### src/sv/fpw_pkg.sv
`default_nettype none
package fpw_pkg;

  localparam int PhysAddrBitsDef = 52;
  localparam int AddrW           = 52;
  localparam int VaddrW          = 48;
  localparam int EntryW          = 64;
  localparam int FrameW          = 40;   // entry bits 51..12
  localparam int IdxW            = 9;
  localparam int QueueDepth      = 2;

  localparam logic [1:0] LvlRoot = 2'd0;
  localparam logic [1:0] LvlPdpt = 2'd1;
  localparam logic [1:0] LvlPd   = 2'd2;
  localparam logic [1:0] LvlPt   = 2'd3;

  localparam int PresentBit = 0;
  localparam int LargeBit   = 7;

  typedef enum logic {
    OpStart = 1'b0,
    OpEntry = 1'b1
  } op_e;

  typedef enum logic {
    KindRead = 1'b0,
    KindDone = 1'b1
  } kind_e;

  typedef enum logic [1:0] {
    StatOk         = 2'd0,
    StatReadFail   = 2'd1,
    StatNotPresent = 2'd2,
    StatUnexpected = 2'd3
  } status_e;

  typedef enum logic [1:0] {
    Page4K = 2'd0,
    Page2M = 2'd1,
    Page1G = 2'd2
  } page_size_e;

  typedef struct packed {
    op_e                op;
    logic [AddrW-1:0]   root_table;
    logic [VaddrW-1:0]  virt_addr;
    logic [EntryW-1:0]  entry_word;
    logic               read_ok;
  } item_t;

  typedef struct packed {
    kind_e              kind;
    logic [AddrW-1:0]   read_addr;
    logic [AddrW-1:0]   phys_addr;
    status_e            status;
    logic [1:0]         level;
    page_size_e         page_size;
  } result_t;

  // Classified command handed from front to back.
  typedef struct packed {
    op_e                op;
    logic [FrameW-1:0]  frame;     // masked table or page frame
    logic [VaddrW-1:0]  vaddr;
    logic               read_ok;
    logic               present;
    logic               big_page;
  } cmd_t;

  // Queue handshake toward the back part.
  typedef struct packed {
    logic valid;
    cmd_t cmd;
  } q_head_t;

endpackage
`default_nettype wire

### src/sv/fpw_front.sv
`default_nettype none
module fpw_front #(
  parameter int PHYS_ADDR_BITS = fpw_pkg::PhysAddrBitsDef
) (
  input  wire fpw_pkg::item_t in_i,
  output fpw_pkg::cmd_t       cmd_o
);

  // Keep frame bits below the physical address limit only.
  localparam logic [fpw_pkg::FrameW-1:0] FrameMask =
    {fpw_pkg::FrameW{1'b1}} >> (fpw_pkg::AddrW - PHYS_ADDR_BITS);

  always_comb begin
    cmd_o.op       = in_i.op;
    cmd_o.vaddr    = in_i.virt_addr;
    cmd_o.read_ok  = in_i.read_ok;
    cmd_o.present  = in_i.entry_word[fpw_pkg::PresentBit];
    cmd_o.big_page = in_i.entry_word[fpw_pkg::LargeBit];
    unique case (in_i.op)
      fpw_pkg::OpStart: cmd_o.frame = in_i.root_table[fpw_pkg::AddrW-1:12] & FrameMask;
      fpw_pkg::OpEntry: cmd_o.frame = in_i.entry_word[fpw_pkg::AddrW-1:12] & FrameMask;
      default:          cmd_o.frame = '0;
    endcase
  end

endmodule
`default_nettype wire

### src/sv/fpw_queue.sv
`default_nettype none
module fpw_queue (
  input  wire                 clk_i,
  input  wire                 rst_ni,
  input  wire                 push_i,
  input  wire fpw_pkg::cmd_t  push_cmd_i,
  output logic                full_o,
  input  wire                 pop_i,
  output fpw_pkg::q_head_t    head_o
);

  localparam int PtrW = (fpw_pkg::QueueDepth > 1) ? $clog2(fpw_pkg::QueueDepth) : 1;
  localparam int CntW = $clog2(fpw_pkg::QueueDepth + 1);
  localparam logic [CntW-1:0] Depth = CntW'(fpw_pkg::QueueDepth);
  localparam logic [PtrW-1:0] LastPtr = PtrW'(fpw_pkg::QueueDepth - 1);

  fpw_pkg::cmd_t   mem_q [fpw_pkg::QueueDepth];
  logic [PtrW-1:0] wptr_q, wptr_d, rptr_q, rptr_d;
  logic [CntW-1:0] cnt_q, cnt_d;
  logic            do_push, do_pop;

  assign full_o      = (cnt_q == Depth);
  assign head_o.valid = (cnt_q != '0);
  assign head_o.cmd   = mem_q[rptr_q];
  assign do_push     = push_i && !full_o;
  assign do_pop      = pop_i && head_o.valid;

  always_comb begin
    wptr_d = wptr_q;
    rptr_d = rptr_q;
    cnt_d  = cnt_q;
    if (do_push) begin
      wptr_d = (wptr_q == LastPtr) ? '0 : wptr_q + 1'b1;
    end
    if (do_pop) begin
      rptr_d = (rptr_q == LastPtr) ? '0 : rptr_q + 1'b1;
    end
    priority if (do_push && !do_pop) begin
      cnt_d = cnt_q + 1'b1;
    end else if (do_pop && !do_push) begin
      cnt_d = cnt_q - 1'b1;
    end
  end

  always_ff @(posedge clk_i or negedge rst_ni) begin
    if (!rst_ni) begin
      wptr_q <= '0;
      rptr_q <= '0;
      cnt_q  <= '0;
    end else begin
      wptr_q <= wptr_d;
      rptr_q <= rptr_d;
      cnt_q  <= cnt_d;
    end
  end

  always_ff @(posedge clk_i) begin
    if (do_push) begin
      mem_q[wptr_q] <= push_cmd_i;
    end
  end

endmodule
`default_nettype wire

### src/sv/fpw_back.sv
`default_nettype none
module fpw_back (
  input  wire                   clk_i,
  input  wire                   rst_ni,
  input  wire fpw_pkg::q_head_t head_i,
  output logic                  pop_o,
  output logic                  out_valid_o,
  input  wire                   out_ready_i,
  output fpw_pkg::result_t      out_o
);

  logic                          busy_q, busy_d;
  logic [1:0]                    level_q, level_d;
  logic [fpw_pkg::VaddrW-1:0]    vaddr_q, vaddr_d;
  logic [fpw_pkg::FrameW-1:0]    base_q, base_d;
  logic                          out_valid_q;
  fpw_pkg::result_t              out_q, res;
  fpw_pkg::cmd_t                 cmd;
  logic [fpw_pkg::IdxW-1:0]      idx;

  assign cmd         = head_i.cmd;
  assign pop_o       = head_i.valid && (!out_valid_q || out_ready_i);
  assign out_valid_o = out_valid_q;
  assign out_o       = out_q;

  // Table index for the level and address that the next request uses.
  always_comb begin
    unique case (level_d)
      fpw_pkg::LvlRoot: idx = vaddr_d[47:39];
      fpw_pkg::LvlPdpt: idx = vaddr_d[38:30];
      fpw_pkg::LvlPd:   idx = vaddr_d[29:21];
      fpw_pkg::LvlPt:   idx = vaddr_d[20:12];
      default:          idx = '0;
    endcase
  end

  always_comb begin
    busy_d  = busy_q;
    level_d = level_q;
    vaddr_d = vaddr_q;
    base_d  = base_q;
    res     = '{kind: fpw_pkg::KindDone, read_addr: '0, phys_addr: '0,
                status: fpw_pkg::StatOk, level: level_q, page_size: fpw_pkg::Page4K};
    priority if (cmd.op == fpw_pkg::OpStart) begin
      busy_d   = 1'b1;
      level_d  = fpw_pkg::LvlRoot;
      vaddr_d  = cmd.vaddr;
      base_d   = cmd.frame;
      res.kind = fpw_pkg::KindRead;
      res.level = fpw_pkg::LvlRoot;
    end else if (!busy_q) begin
      res.status = fpw_pkg::StatUnexpected;
      res.level  = fpw_pkg::LvlRoot;
    end else if (!cmd.read_ok) begin
      busy_d     = 1'b0;
      res.status = fpw_pkg::StatReadFail;
    end else if (!cmd.present) begin
      busy_d     = 1'b0;
      res.status = fpw_pkg::StatNotPresent;
    end else if (level_q == fpw_pkg::LvlPdpt && cmd.big_page) begin
      busy_d        = 1'b0;
      res.phys_addr = {cmd.frame[39:18], vaddr_q[29:0]};
      res.page_size = fpw_pkg::Page1G;
    end else if (level_q == fpw_pkg::LvlPd && cmd.big_page) begin
      busy_d        = 1'b0;
      res.phys_addr = {cmd.frame[39:9], vaddr_q[20:0]};
      res.page_size = fpw_pkg::Page2M;
    end else if (level_q == fpw_pkg::LvlPt) begin
      busy_d        = 1'b0;
      res.phys_addr = {cmd.frame, vaddr_q[11:0]};
    end else begin
      base_d    = cmd.frame;
      level_d   = level_q + 1'b1;
      res.kind  = fpw_pkg::KindRead;
      res.level = level_d;
    end
    if (res.kind == fpw_pkg::KindRead) begin
      res.read_addr = {base_d, idx, 3'b000};
    end
  end

  always_ff @(posedge clk_i or negedge rst_ni) begin
    if (!rst_ni) begin
      busy_q      <= 1'b0;
      level_q     <= fpw_pkg::LvlRoot;
      vaddr_q     <= '0;
      base_q      <= '0;
      out_valid_q <= 1'b0;
    end else begin
      if (pop_o) begin
        busy_q  <= busy_d;
        level_q <= level_d;
        vaddr_q <= vaddr_d;
        base_q  <= base_d;
      end
      if (pop_o) begin
        out_valid_q <= 1'b1;
      end else if (out_ready_i) begin
        out_valid_q <= 1'b0;
      end
    end
  end

  always_ff @(posedge clk_i) begin
    if (pop_o) begin
      out_q <= res;
    end
  end

endmodule
`default_nettype wire

### src/sv/four_level_page_walk_unit.sv
// Channel   Direction  Handshake               Payload
// in        input      in_valid_i / in_ready_o  in_i  (fpw_pkg::item_t)
// out       output     out_valid_o / out_ready_i out_o (fpw_pkg::result_t)
//
// One beat in gives exactly one beat out; the unit sustains one beat per cycle
// while out_ready_i stays high. An accepted beat is written into the two-entry
// command queue and is then loaded into the output register of the walk
// engine, where out_valid_o rises.
// Reset clears the walk state to idle, the queue and the output valid.
// Input ready drops only while the queue is full; the engine stalls only on
// the output register, so an output stall blocks input only once the queue fills.
`default_nettype none
module four_level_page_walk_unit #(
  parameter int PHYS_ADDR_BITS = fpw_pkg::PhysAddrBitsDef
) (
  input  wire                   clk_i,
  input  wire                   rst_ni,
  input  wire                   in_valid_i,
  output logic                  in_ready_o,
  input  wire fpw_pkg::item_t   in_i,
  output logic                  out_valid_o,
  input  wire                   out_ready_i,
  output fpw_pkg::result_t      out_o
);

  fpw_pkg::cmd_t    cmd;
  fpw_pkg::q_head_t head;
  logic             q_full;
  logic             pop;

  // Classify the incoming beat and mask its frame to the address limit.
  fpw_front #(
    .PHYS_ADDR_BITS(PHYS_ADDR_BITS)
  ) u_front (
    .in_i  (in_i),
    .cmd_o (cmd)
  );

  // Hold classified beats until the walk engine takes them.
  fpw_queue u_queue (
    .clk_i      (clk_i),
    .rst_ni     (rst_ni),
    .push_i     (in_valid_i),
    .push_cmd_i (cmd),
    .full_o     (q_full),
    .pop_i      (pop),
    .head_o     (head)
  );

  assign in_ready_o = !q_full;

  // Advance the walk one step per beat and register the result.
  fpw_back u_back (
    .clk_i       (clk_i),
    .rst_ni      (rst_ni),
    .head_i      (head),
    .pop_o       (pop),
    .out_valid_o (out_valid_o),
    .out_ready_i (out_ready_i),
    .out_o       (out_o)
  );

endmodule
`default_nettype wire
### config.mk
export PLATFORM = sky130hd
export DESIGN_NAME = four_level_page_walk_unit
export DESIGN_NICKNAME = d
export VERILOG_FILES = /design/src/sv/fpw_pkg.sv /design/src/sv/fpw_front.sv /design/src/sv/fpw_queue.sv /design/src/sv/fpw_back.sv /design/src/sv/four_level_page_walk_unit.sv
export SDC_FILE = /design/constraint.sdc
export NUM_CORES = 1
export LEC_CHECK = 0
export ABC_AREA = 1
export BUFFER_PORTS_ARGS = -buffer_cell sky130_fd_sc_hd__buf_2
export CORE_MARGIN = 2
export CORE_UTILIZATION = 35
export DETAILED_ROUTE_END_ITERATION = 8
export PLACE_DENSITY = 0.67
export RECOVER_POWER = 25
export SETUP_SLACK_MARGIN = 0.5
export SYNTH_ARGS = -nofsm -noshare
export SYNTH_HDL_FRONTEND = slang
export SYNTH_SLANG_ARGS = --single-unit
export TNS_END_PERCENT = 50
### constraint.sdc
create_clock -name clk_i -period 7 [get_ports clk_i]
set_input_delay 1.4 -clock clk_i [delete_from_list [all_inputs] [get_ports clk_i]]
set_output_delay 1.4 -clock clk_i [all_outputs]
set_load 0.05 [all_outputs]
Word-level counts from Yosys, hierarchy flattened. Memories as Yosys holds them, arrays and structs flattened. Index checks and enable logic that the tools add are counted.

RAM bits: 184. Bits in registers: 207. Logic and storage cells: 104. Output and inout port bits: 113. Memories kept: 1. Input port bits: 170.

Add/sub/neg operators: 5. Equal/unequal tests: 7. Reduce and logical (&&, ||, !) cells: 20. Bitwise logic cells: 5. Muxes and demuxes: 49.

Memories: u_queue.mem_q (words 2, bits a word 92, rd ports 1, clocked after memory_dff 0, write ports 1, line fpw_queue.sv:17) `fpw_pkg::cmd_t mem_q [fpw_pkg::QueueDepth];`.

Operators by type and width (number): $mux 40 (7); $mux 52 (3); $pmux 40 s2 (1); $mux 48 (1); $pmux 9 s4 (1); $mux 2 (12); $mux 1 (21); $mux 4 (3); $eq 2x2->1 const B (5); $logic_and 1x1->1 (7); $reduce_bool 2->1 (3); $not 1->1 (5); $reduce_or 5->1 (1); $add 2x1->2 const B (2); $eq 2x1->1 const B (2); $logic_not 1->1 (4); $reduce_and 2->1 (2); $reduce_and 4->1 (1); $add 1x1->1 const B (2); $logic_not 2->1 (1); $sub 2x1->2 const B (1); $logic_or 1x1->1 (1).

Depth between registers and ports, before layout. Gate-level depths: netlist of run 1.

Depth in word-level cells: 10. Mapped depth: 13. Gate-level depth less buffers: 12.

Modules after synthesis. A second synthesis of run 1 with hierarchy kept.

Cell total of the unflattened synthesis: 1385. Area, all modules: 14983.1 sq um.

Modules (own cells, without submodules): fpw_back (area an instance 7084.3 sq um, cells each 690, instances 1); fpw_queue (area an instance 6900.4 sq um, cells each 512, instances 1); fpw_front (area an instance 994.7 sq um, cells each 182, instances 1); four_level_page_walk_unit (area an instance 3.8 sq um, cells each 1, instances 1).

Worst setup path before layout of run 1. Ideal clock, no wire load.

Path type: input-to-reg. Start point: input out_ready_i. End point: register u_queue.cnt_q[1]. Arrival: 5.794 ns. Slack: 1.076 ns. Path buffers: 0. Stages: 7. Setup time: 0.131 ns. Cells stage by stage: nor2_1 a21oi_2 inv_1 ha_1 a21oi_1 o21ai_0 xor2_1.

Cells in the longest elaborated chain, start to end: 6. Elaborated cells on any way between the ends: 8.

RTL lines: start: declaration (line four_level_page_walk_unit.sv:22) `input wire out_ready_i,`; $logic_or 1x1->1 (*) (line fpw_back.sv:22) `assign pop_o = head_i.valid && (!out_valid_q || out_ready_i);`; $logic_and 1x1->1 (*) (line fpw_back.sv:22); via pop (line four_level_page_walk_unit.sv:29) `logic pop;`; $logic_and 1x1->1 (*) (line fpw_queue.sv:26) `assign do_pop = pop_i && head_o.valid;`; $logic_not 1->1 (line fpw_queue.sv:38) `priority if (do_push && !do_pop) begin`; $logic_and 1x1->1 (line fpw_queue.sv:38); $mux 2 or $reduce_bool 2->1 (tied branches); end signal: assignment (line fpw_queue.sv:53) `cnt_q <= cnt_d;`; end: declaration (line fpw_queue.sv:19) `logic [CntW-1:0] cnt_q, cnt_d;`.

The timed path passes the listed nets; every way through them passes the cells marked *. A chain may end at the register's enable or synchronous reset.

==> run summary, run 1 <==
Total global-route track usage = 0.1500
Antenna Nets Post-Route = 0
Gpl congestion = 0.8049
Leakage power = 7.132 nW
Port bufs = 245
Worst-Skew Late Latency = 520 ps
Final WL = 31,960 um
FMAX = 230.7 MHz
R2r startpoint = u_queue.rptr_q
Post-route design area = 0.01698 sq mm
Final core utilization = 0.4272
DRT iter0 DRCs = 662
Final worst slack = 2665 ps
Hold buffer count at cts = 0
Worst path cell trace = buf_2 -> clkbuf_1
Top_reg_cell synth = edfxtp_1
Syn_area_per_cell = 12.63 sq um
Hold Startpoint = u_queue.cnt_q[0]
First-pass GRT wire length = 47,710 um
Layout cell share with drive strength beyond 1 = 0.2486
R2R depth = 11
Req. time, crit path = 6440 ps
Number of detailed-route iterations in the first pass = 5
DR DRC count = 0
Maximum buffer depth of the clock tree = 3
Crit path max-delay family = buffers and inverters
Post-place instance area = 0.01578 sq mm
Clk sink count = 348
Largest fanout on the critical path = 56
Worst rel slew slack = -1.173
YS warnings = 0
# IOs = 283
Worst setup path class = in -> async
Row cnt = 73
Stages on worst setup path = 2
RSZ-0062 raised after global routing = no
Final Cycle Share = 0.6192
Num CTS Buffers = 37
Cell variety after synth = 34
Cell count after synthesis = 1,113
Finish-stage setup viols = 0
Synth Cell Area = 0.01406 sq mm
Worst Path Arrival = 3780 ps
Outcome = finished with violations
Crit path time final = 4335 ps
Initial antenna violation count = 4
Largest net degree at the start of global routing = 75
Max-cap violations = 1
P&R area growth vs syn = 20.77%
CTS resizes = 0
DIE WIDTH = 204.4 um
Worst Skew = 12.39 ps
P per Cell Area = 500.9 mW/mm^2
Inst Count DP = 1,841
Worst-Margin Slew = 3259 ps
Grt total ovfl = 0
Final Hold Viols = 0
Slew Limit Fails = 57
Nets = 1,526
CTS tree = yes
TNS Setup = 0 ps
Area of the multi-input gates = 0.003288 sq mm
Initial Util = 0.3538
CP max stage cell = clkbuf_1
Crit path from = rst_ni
Fin Hold WS = 479.9 ps
R2r setup slk = 3640 ps
VDD IR max = 0.0001723 V
Register Area = 0.01017 sq mm
Dpl hpwl = 21,050 um
Non-Filler Instances = 1,910
Startpoint Class = input port
Fill cells = 3,659
CTS root buf = clkbuf_16
Final Power = 8.502 mW
H-tree levels = 2
Vert. Die Dim = 204.4 um
Core Box Area = 0.03973 sq mm
Synthesized flop and latch total = 348
Failing checks = capacitance limit, slew limit
Via-to-Cell Ratio = 4.629
Hold Crit Depth = 1
Asr flop ratio synth = 0.1609
Dpl ws = 3147 ps
CP Capture Type = asynchronous set/reset pin
WP buf/inv = 2
DIE AREA = 0.04178 sq mm
Vias in the first global route = 8,597
Hold Path Class = reg -> reg
Via count = 8,842
Post-CTS setup buffer count = 0
WL/cell = 16.73 um
Slowest stage delay, CP = 2280 ps
Seq/Total Area, Yosys = 0.7235
Clock Pin Slew Worst Setup and Hold Paths = 60 ps
Post-synth EDFFs = 292
-- sequential cells by signal, summed over array words and instances (netlist names) --
name                count
u_back.busy_q           1
u_back.level_q          2
u_back.out_o          108
u_back.out_valid_o      1
u_back.vaddr_q         48
u_queue.cnt_q           2
u_queue.mem_q         184
u_queue.rptr_q          1
u_queue.wptr_q          1
-- synthesized netlist by cell type, types with 4 or more instances --
cell,number,area share
inv_1,89,0.024
a31oi_1,12,0.0053
dfrtp_1,56,0.10
nand2_1,259,0.069
nand3_1,21,0.0075
clkbuf_1,15,0.0040
buf_4,6,0.0032
o22ai_1,9,0.0040
or2_2,9,0.0040
a21oi_1,11,0.0039
a32oi_1,9,0.0056
inv_2,7,0.0019
edfxtp_1,292,0.62
nor2_1,97,0.026
mux2_2,40,0.032
buf_1,4,0.0011
o21a_1,9,0.0048
mux2i_1,41,0.029
buf_2,26,0.0093
o21ai_0,78,0.028
-- area by class of cell --
class | count | area share
Clock inverter | 14 | 0.01047
Sequential cell | 348 | 0.5993
Tap cell | 525 | 0.03870
Antenna cell | 1 | 0.0001474
Timing Repair Buffer | 255 | 0.07386
Multi-Input combinational cell | 617 | 0.1937
Clock buffer | 54 | 0.06258
Inverter | 96 | 0.02123
-- where the power goes --
part           switching (mW)  internal (mW)  total [mW]
clock network           0.779           1.21        1.98
logic                    2.45          0.703        3.16
registers               0.229           3.13        3.36
-- worst paths after layout --
kind / to
hold / removal: u_queue.cnt_q[0]
setup / recovery: u_queue.rptr_q
max in group clk_i: u_back.out_o[63]
min in group asynchronous: u_back.vaddr_q[30]
hold reg to reg: u_queue.cnt_q[0]
setup reg to reg: u_back.out_o[63]
-- worst register-to-register path: cells and delay by family, from the launching register on --
kind / cells / cell delay (ps)
flip-flops: 1 / 590
AO/OA/AOI/OAI: 1 / 70
AND/OR/NAND/NOR: 7 / 1150
buffers and inverters: 3 / 1300
-- cells by family after synthesis --
logic type | synth area share
multiplexers | 0.06124
adder cells (fa/ha/maj) | 0.0008900
XOR/XNOR | 0.001870
buffers and inverters | 0.04557
AND/OR/NAND/NOR | 0.1112
other | 0.0002668
AO/OA/AOI/OAI | 0.05546
flip-flops | 0.7235
-- layer usage --
metal,wire length [um],track usage,vias up
met3,2076,0.03747,65
met5,20,0,-
met4,1031,0.06134,4
met2,15230,0.2430,274
met1,13600,0.1926,4209
li1,-,-,4290
-- layout by cell type, fill, tap and decap left out, drive strengths merged --
master | Yosys | layout
dfrtp | 56 | 56
mux2 | 40 | 40
or2 | 10 | 10
inv | 96 | 97
o21ai | 80 | 80
mux2i | 41 | 41
nor3 | 1 | 1
ha | 1 | 1
edfxtp | 292 | 292
xor2 | 2 | 2
nor2 | 101 | 101
nand2 | 262 | 262
nand3 | 21 | 21
a31oi | 12 | 12
conb | 1 | 3
buf | 39 | 219
clkinv | 0 | 9
bufinv | 0 | 4
diode | 0 | 1
o22ai | 9 | 9
o21a | 9 | 9
a32oi | 9 | 9
a21oi | 15 | 15
clkbuf | 15 | 90
xnor2 | 1 | 1
Power figures use the tool's default switching activity.
==> run 2: changes to the inputs <==
==> constraint.sdc (replaced) <==
create_clock -name clk_i -period 4.15 [get_ports clk_i]
set_input_delay 0.83 -clock clk_i [delete_from_list [all_inputs] [get_ports clk_i]]
set_output_delay 0.83 -clock clk_i [all_outputs]
set_load 0.05 [all_outputs]
==> run summary, run 2 (synthesis gave the netlist of run 1 again) <==
VDD IR max = 0.0003198 V (+86%)
Hold Path Class = in -> reg
CP Capture Type = register
CP Capture Point = u_back.out_o[53]
Worst-Skew Late Latency = 540 ps (+20 ps)
Grt total ovfl = 0 (unchanged)
Final worst slack = 826.0 ps (-1839 ps)
Initial Util = 0.3538 (unchanged)
Worst-Margin Slew = 2933 ps (-326.8 ps)
Final Cycle Share = 0.8010
RSZ-0062 raised after global routing = no
Final WL = 31,010 um (-3.0%)
Hold Crit Depth = 1 (unchanged)
Most frequent cells in the layout = 292 x edfxtp_1, 259 x nand2_1, 212 x buf_2
# IOs = 283 (unchanged)
P&R area growth vs syn = 20.55%
Post-CTS setup buffer count = 0 (unchanged)
Clock Pin Slew Worst Setup and Hold Paths = 60 ps (about the same)
Nets = 1,527 (+0.066%)
Crit path time final = 3324 ps
Largest register by flop count = u_queue.mem_q
R2R Path End = u_back.out_o[53]
Initial antenna violation count = 4 (unchanged)
Max reg flops = 184 (unchanged)
Uppermost layer routed = met5
Row cnt = 73 (unchanged)
Worst rel slew slack = -0.9551 (+0.2178)
CTS resizes = 0 (unchanged)
Largest net degree at the start of global routing = 115 (+53%)
P per Cell Area = 836.1 mW/mm^2 (+67%)
Met1 wire length = 13,190 um (-3.0%)
Via-to-Cell Ratio = 4.570 (-1.3%)
Failing checks = capacitance limit, slew limit
R2R depth = 3 (-8)
Finish-stage setup viols = 0 (unchanged)
Num CTS Buffers = 37 (unchanged)
Worst Path Arrival = 3400 ps (-380 ps)
First-pass GRT wire length = 46,990 um (-1.5%)
FMAX = 300.8 MHz
Hold buffer count at cts = 0 (unchanged)
Layout cell share with drive strength beyond 1 = 0.2500 (+0.001445)
CTS root buf = clkbuf_16
Dpl hpwl = 21,000 um (-0.25%)
Max-cap violations = 4 (+3)
Most common cell after layout, fill and taps aside = edfxtp_1
DR DRC count = 0 (unchanged)
Number of detailed-route iterations in the first pass = 5 (unchanged)
Core Box Area = 0.03973 sq mm (unchanged)
Crit path from = u_queue.cnt_q[0]
DIE WIDTH = 204.4 um (unchanged)
Slew Limit Fails = 217 (+280%)
Total global-route track usage = 0.1477 (-0.002281)
Leakage power = 7.119 nW (-0.19%)
TNS Setup = 0 ps (unchanged)
Vert. Die Dim = 204.4 um (unchanged)
Routed wl met3 = 2023 um (-2.6%)
R2r setup slk = 830 ps (-2810 ps)
Req. time, crit path = 4220 ps (-2220 ps)
H-tree levels = 2 (unchanged)
Via count = 8,729 (-1.3%)
Fill cells = 3,666 (+0.19%)
DRT iter0 DRCs = 501 (-24%)
Final Power = 14.17 mW (+67%)
Vias in the first global route = 8,425 (-2.0%)
Final Hold Viols = 0 (unchanged)
Outcome = finished with violations
Largest fanout on the critical path = 114 (+100%)
Metal2 WL = 14,670 um (-3.7%)
Antenna Nets Post-Route = 0 (unchanged)
Gpl congestion = 0.8123 (+0.92%)
Clk sink count = 348 (unchanged)
Worst setup path class = reg -> reg
Maximum buffer depth of the clock tree = 3 (unchanged)
Dpl ws = 1006 ps (-2141 ps)
R2r startpoint = u_queue.cnt_q[0]
CTS tree = yes
WL/cell = 16.23 um (-3.0%)
Worst Skew = 36.72 ps (+24.33 ps)
Port bufs = 245 (unchanged)
Startpoint Class = register
DIE AREA = 0.04178 sq mm (unchanged)
==> run 2: cell count changes in the layout (fill, tap and decap cells not counted), sizes merged <==
| cell | change |
|---|---|
| clkbuf | -11 |
| clkinv | +9 |
| buf | +3 |
| bufinv | -2 |
| clkinvlp | +1 |
==> run 2: where the power goes <==
group | leakage (nW) | total (mW) | internal (mW) | switching [mW]
Sequential | 3.49 | 5.67 | 5.32 | 0.357
Clock | 0.567 | 3.12 | 1.81 | 1.31
Combinational | 3.06 | 5.38 | 1.23 | 4.14
==> run 2: cell type report <==
class / instances / area [sq um] / share of cell area
Multi-Input combinational cell: 617 / 3277 / 0.1934
Antenna cell: 1 / 2.502 / 0.0001477
Tap cell: 525 / 656.9 / 0.03877
Clock inverter: 22 / 172.7 / 0.01019
Inverter: 96 / 360.3 / 0.02127
Sequential cell: 348 / 10170 / 0.6004
Timing Repair Buffer: 256 / 1324 / 0.07813
Clock buffer: 45 / 977.2 / 0.05767
==> run 2: metrics by stage <==
stage	std cells	hold WS (ps)	area (sq um)	util
6_report	1910	477.5	16940	0.4265
5_1_grt	1909	454.9	16940	0.4264
4_1_cts	1909	352.3	17010	0.4282
3_5_place_dp	1842	469.1	15860	0.3992
3_3_place_gp	1842	460.9	15860	0.3992
2_1_floorplan	1115	445.8	14090	-
==> run 2: worst min path at each step <==
stage / endpoint / startpoint
after detailed placement: u_back.vaddr_q[39] / u_back.vaddr_q[39]
final: u_queue.mem_q[1][38] / in_i[100]
after CTS: u_back.vaddr_q[30] / rst_ni
after floorplan: u_queue.cnt_q[0] / u_queue.cnt_q[0]
after global placement: u_back.vaddr_q[39] / u_back.vaddr_q[39]
after global routing: u_queue.mem_q[1][38] / in_i[100]
==> run 2: worst max-delay path: stages (launching register included) <==
cell and delay (ps):
dfrtp_1 370, inv_1 80, a21oi_1 200, clkbuf_2 2020
==> run 2: layer usage <==
metal | up-vias | track usage
met5 | - | 0
met4 | 6 | 0.06211
met3 | 74 | 0.03938
met2 | 229 | 0.2424
met1 | 4123 | 0.1846
li1 | 4297 | -
